$ cat src/sv/rrd_pkg.sv
package rrd_pkg;

  typedef struct packed {
    logic               opcode;
    logic signed [31:0] dir_x;
    logic signed [31:0] dir_y;
    logic signed [31:0] dir_z;
    logic signed [31:0] normal_x;
    logic signed [31:0] normal_y;
    logic signed [31:0] normal_z;
    logic [30:0]        eta;
  } in_item_t;

  typedef struct packed {
    logic signed [31:0] out_x;
    logic signed [31:0] out_y;
    logic signed [31:0] out_z;
    logic               total_reflect;
  } out_item_t;

  localparam logic OP_REFLECT = 1'b0;
  localparam logic OP_REFRACT = 1'b1;

  // Item handed from front to back: operands plus the scaled, saturated dot product.
  typedef struct packed {
    logic               opcode;
    logic signed [31:0] w0;
    logic signed [31:0] w1;
    logic signed [31:0] w2;
    logic signed [31:0] n0;
    logic signed [31:0] n1;
    logic signed [31:0] n2;
    logic [30:0]        eta;
    logic signed [31:0] f;
  } work_t;

  localparam int SQ_STEPS = 32;

  function automatic logic signed [31:0] sat32(input logic signed [71:0] v);
    if (v > 72'sh7FFFFFFF) return 32'sh7FFFFFFF;
    else if (v < -72'sh80000000) return 32'sh80000000;
    else return v[31:0];
  endfunction

endpackage

$ cat src/sv/rrd_queue.sv
// Short FIFO between front and back.
module rrd_queue #(
  parameter int DEPTH = 4
) (
  input  logic           clk,
  input  logic           rst,
  input  logic           push,
  input  rrd_pkg::work_t push_data,
  input  logic           pop,
  output logic           not_empty,
  output rrd_pkg::work_t pop_data
);

  localparam int AW = (DEPTH > 1) ? $clog2(DEPTH) : 1;

  rrd_pkg::work_t mem [DEPTH];
  logic [AW-1:0] wp, rp;
  logic [AW:0]   cnt;

  assign not_empty = (cnt != '0);
  assign pop_data  = mem[rp];

  always_ff @(posedge clk) begin
    if (push) mem[wp] <= push_data;
  end

  always_ff @(posedge clk) begin
    if (rst) begin
      wp <= '0;
      rp <= '0;
      cnt <= '0;
    end else begin
      if (push) wp <= (wp == AW'(DEPTH - 1)) ? '0 : wp + 1'b1;
      if (pop) rp <= (rp == AW'(DEPTH - 1)) ? '0 : rp + 1'b1;
      cnt <= cnt + (AW+1)'(push) - (AW+1)'(pop);
    end
  end

endmodule

$ cat config.mk
export PLATFORM = sky130hd
export DESIGN_NAME = rrd_queue
export DESIGN_NICKNAME = d
export VERILOG_FILES = /design/src/sv/rrd_pkg.sv /design/src/sv/rrd_queue.sv
export SDC_FILE = /design/constraint.sdc
export NUM_CORES = 1
export LEC_CHECK = 0
export BUFFER_PORTS_ARGS = -buffer_cell sky130_fd_sc_hd__buf_2
export CAP_MARGIN = 10
export CORE_MARGIN = 2
export CORE_UTILIZATION = 30
export DETAILED_ROUTE_END_ITERATION = 8
export PLACE_DENSITY = 0.5
export SLEW_MARGIN = 20
export SYNTH_ARGS = -nofsm -noshare
export SYNTH_HDL_FRONTEND = slang
export SYNTH_SLANG_ARGS = --single-unit
$ cat constraint.sdc
create_clock -name clk -period 16.3 [get_ports clk]
set_input_delay 0.815 -clock clk [delete_from_list [all_inputs] [get_ports clk]]
set_output_delay 0.815 -clock clk [all_outputs]
set_load 0.1 [all_outputs]
After elaboration in Yosys (flattened, before gate mapping)
Memory sizes are Yosys's and may differ from the RTL's. A register that Yosys moved wholly into a read port is not among the register bits.
Cells that the tools add are included.
- flip-flop bits (word level): 7
- RAM bits: 1024
- input port bits: 260
- output and inout bits: 257
- memories kept: 1
- memories (memory ; depth ; width ; read ports ; clocked after Yosys merged registers in ; write ports ; line ; text):
    mem ; 4 ; 256 ; 1 ; 1 ; 1 ; rrd_queue.sv:16 ; rrd_pkg::work_t mem [DEPTH];
- $add $sub $neg: 4
- equal/unequal tests: 2
- multiplexer cells: 6
- reductions and logical operators: 1
- operators with widths (operator ; number):
    $mux 2 ; 4
    $add 2x1->2 const B ; 2
    $eq 2x2->1 const B ; 2
    $add 3x1->3 ; 1
    $reduce_bool 3->1 ; 1
    $sub 3x1->3 ; 1
    $mux 1 ; 2

Depth between registers and ports, before layout
- word-level depth: 4
- gate-level depth with buffers: 8
- gate-level depth less buffers: 8

Worst setup path after synthesis
No wires, ideal clock.
- path type: input port to flip-flop
- from: in push
- to: mem mem[0][0] in the netlist's numbering (enable)
- library setup time: 0.648 ns
- data arrival time: 6.601 ns
- data required time: 15.652 ns
- setup slack: 9.051 ns
- stages: 1
- cells stage by stage: and2_1
- word-level cells in the longest chain between the ends: 2
- ends and longest elaborated chain (item ; line ; text):
    from (decl) ; rrd_queue.sv:7 ; input logic push,
    $mux 1 ; rrd_queue.sv:24 ; if (push) mem[wp] <= push_data;
    $mux 1 (not written as such) ; rrd_queue.sv:24 ;
    to (decl) ; rrd_queue.sv:16 ;
No other way between the ends.

==> key figures <==
Yosys
  – Mean Syn Cell Area: 27.3 sq um
  – Synth Register Bits: 1,033
  – Number of flops mapped to enable cells by yosys: 1,024
  – Cell count after synthesis: 1,378
  – Sequential share of the synthesized area: 82.2%
  – FFs w/ async S/R, synth: 0%
  – Top_reg_cell synth: edfxtp_1
  – Post-Synth XOR/XNOR Area: 0.0599%
  – Largest family of logic cells by synthesized area: multiplexers
  – Post-Syn Area: 37,600 sq um
  – Total number of yosys warnings: 0
  – Synth area leaders: edfxtp_1 82%, mux4_2 15%, buf_12 1.2%, dfxtp_1 0.48%, buf_2 0.33%
  – Largest area contributor in the netlist: edfxtp_1
  – Post-synth net total: 1,646
  – Post-synthesis simple-gate area fraction: 0.219%
  – Synthesized-area fraction occupied by adder cells: 0.286%
  – Top cell type's share of synthesized area: 81.7%
  – Mux cell area share after synthesis: 15.4%
  – Count of cell types in the netlist: 22
  – Post-synthesis compound-gate area fraction: 0.0266%

Floorplanning
  – Chip width: 358 um
  – Initial core utilization: 30.3%
  – Die area: 128,000 sq um
  – Die Y-Extent: 358 um
  – Cell Rows: 129
  – Core area: 124,000 sq um
  – IO Pins: 517

Setup path
  – Crit end category: primary output
  – Critical Path Source Type: register
  – Worst endpoint data arrival time: 4.09 ns
  – Worst EP required: 15.49 ns
  – Critical R2R Launch: wp[0]
  – Worst-path fanout max: 98
  – Critical path class: register to primary output

Clocking
  – Root Driver: clkbuf_16
  – Clock sinks: 1,033
  – Inserted Clock Buffers: 108
  – H-tree levels: 3
  – CTS clk-pin slew, worst paths: 0.06 ns
  – # resized after CTS: 0
  – CTS tree: built
  – CTS max path bufs: 3
  – Post-CTS Setup Inserts: 0
  – Hold buffers post-CTS: 0
  – Clk Latency, worst-skew pair: 0.72 ns

Cells and area
  – Layout Utilization: 36.4%
  – Most frequent cells in the layout: 1,024 x edfxtp_1, 516 x buf_2, 256 x mux4_2
  – Area of the multi-input gates: 6020 sq um
  – P&R area growth vs syn: 20.2%
  – Commonest non-fill, non-tap cell in the layout: edfxtp_1
  – Fill cells: 11,365
  – NumNets Final: 2,237
  – Sequential Area: 30,900 sq um
  – Layout cells sized above 1: 46.4%

Detailed routing
  – DR vias: 16,677
  – Pre-antenna DRT Iters: 4
  – Residual DRC: 0
  – Via-to-Cell Ratio: 4.51
  – DRT Wirelength: 80,100 um
  – Wire per inst: 21.7 um
  – Antenna Nets Post-Route: 0
  – DRT iter0 DRCs: 1,234

Global route
  – Initial antenna violation count: 35
  – Vias in the first global route: 17,680
  – Tot GR Track Use: 12.3%
  – Global route overflow: 0
  – Global-route wire length before repair: 116,000 um
  – Largest net degree at the start of global routing: 125

STA
  – Slew @ Worst Pin: 1.20 ns
  – Setup-failing EPs final: 0
  – RSZ-0062 raised after global routing: false
  – FMAX: 204 MHz
  – Hold Vio Cnt, Final: 0
  – Final Slew Violations: 0
  – Setup TNS Final: 0 ns
  – Tcrit/Tclk final: 30.1%
  – Rel. slew slack: 20.2%
  – Post-layout minimum cycle time: 4.90 ns
  – Clock skew: 0.0252 ns

Placement
  – Placer Congestion: 0.707
  – Dpl hpwl: 48,700 um
  – IO Port Bufs: 516

Run
  – Max Cap Viol: 0

Worst hold path
  – Worst min-delay path category: input pin to register
  – Hold Startpoint: push_data[180]

Power
  – Max VDD drop: 0.000111 V
  – Leakage: 14.8 nW
  – Pwr per Cell Area: 142 nW/um^2

Status
  – Outcome: finished, final reports clean
==> registers in the layout (all words and copies together), names as in the netlist, named ones only <==
signal and count:
mem 1024, cnt 3, rp 2, wp 2
==> cells in the mapped netlist (2+ instances only) <==
cell / count
a21oi_1: 2
and2_1: 4
buf_12: 22
buf_2: 25
buf_8: 5
clkbuf_1: 2
dfxtp_1: 9
edfxtp_1: 1024
ha_1: 7
inv_1: 5
mux2i_1: 2
mux4_2: 256
nand2b_1: 2
nor2_1: 4
or3b_2: 2
==> area by class of cell <==
cell class / instances / area share [%]
Multi-Input combinational cell: 283 / 13.3
Clock inverter: 69 / 1.23
Sequential cell: 1033 / 68.4
Clock buffer: 126 / 6.17
Antenna cell: 6 / 0.0332
Timing Repair Buffer: 538 / 6.30
Inverter: 5 / 0.0415
Tap cell: 1637 / 4.53
==> metal layers <==
layer | global-route usage, % | vias to the layer above | part of all wire, %
met5 | 0 | - | 0.45
met1 | 14.3 | 8779 | 38
met3 | 5.82 | 188 | 9.5
met2 | 20.3 | 435 | 50
li1 | - | 7219 | -
met4 | 3.60 | 56 | 2.4
==> worst paths after layout <==
path	to	slack, ns	cells past startpoint
min	mem[3][180]	0.31	1
max reg2reg	mem[3][6]	13.05	4
min reg2reg	register	0.52	2
max	pop_data[106]	11.40	5
==> through the flow <==
step | instance area, sq um | setup slack [ns] | cells | power (mW) | hold WS [ns]
final | 45200 | 11.40 | 3697 | 6.43 | 0.306
after global routing | 45200 | 10.96 | 3692 | 6.66 | 0.243
after CTS | 45200 | 10.81 | 3690 | 6.52 | 0.213
after detailed placement | 41800 | 11.62 | 3495 | 4.19 | 0.506
after global placement | 41800 | 11.65 | 3494 | 4.17 | 0.476
after floorplan | 37600 | 9.05 | 1378 | 4.00 | 0.469
==> power by group <==
group / switching (mW) / leakage [nW] / internal, mW / total [mW]
combinational: 0.845 / 3.71 / 0.208 / 1.05
clock: 0.991 / 1.65 / 1.32 / 2.31
sequential: 0.0253 / 9.48 / 3.04 / 3.06
total: 1.86 / 14.8 / 4.56 / 6.43
==> cells by family after synthesis <==
| kind of cell | count (synthesis) |
|---|---|
| buf+inv | 62 |
| flops | 1033 |
| compound gates | 2 |
| simple gates | 14 |
| mux | 258 |
| fa+ha+maj | 8 |
| xor+xnor | 1 |
==> worst max-delay path: stages, from the launching register on <==
cell     delay [ns]
dfxtp_4        0.55
buf_16         0.30
buf_12         0.58
buf_4          0.72
mux4_2         0.60
buf_2          0.31
Note: power is estimated with default switching activity, not from simulation.
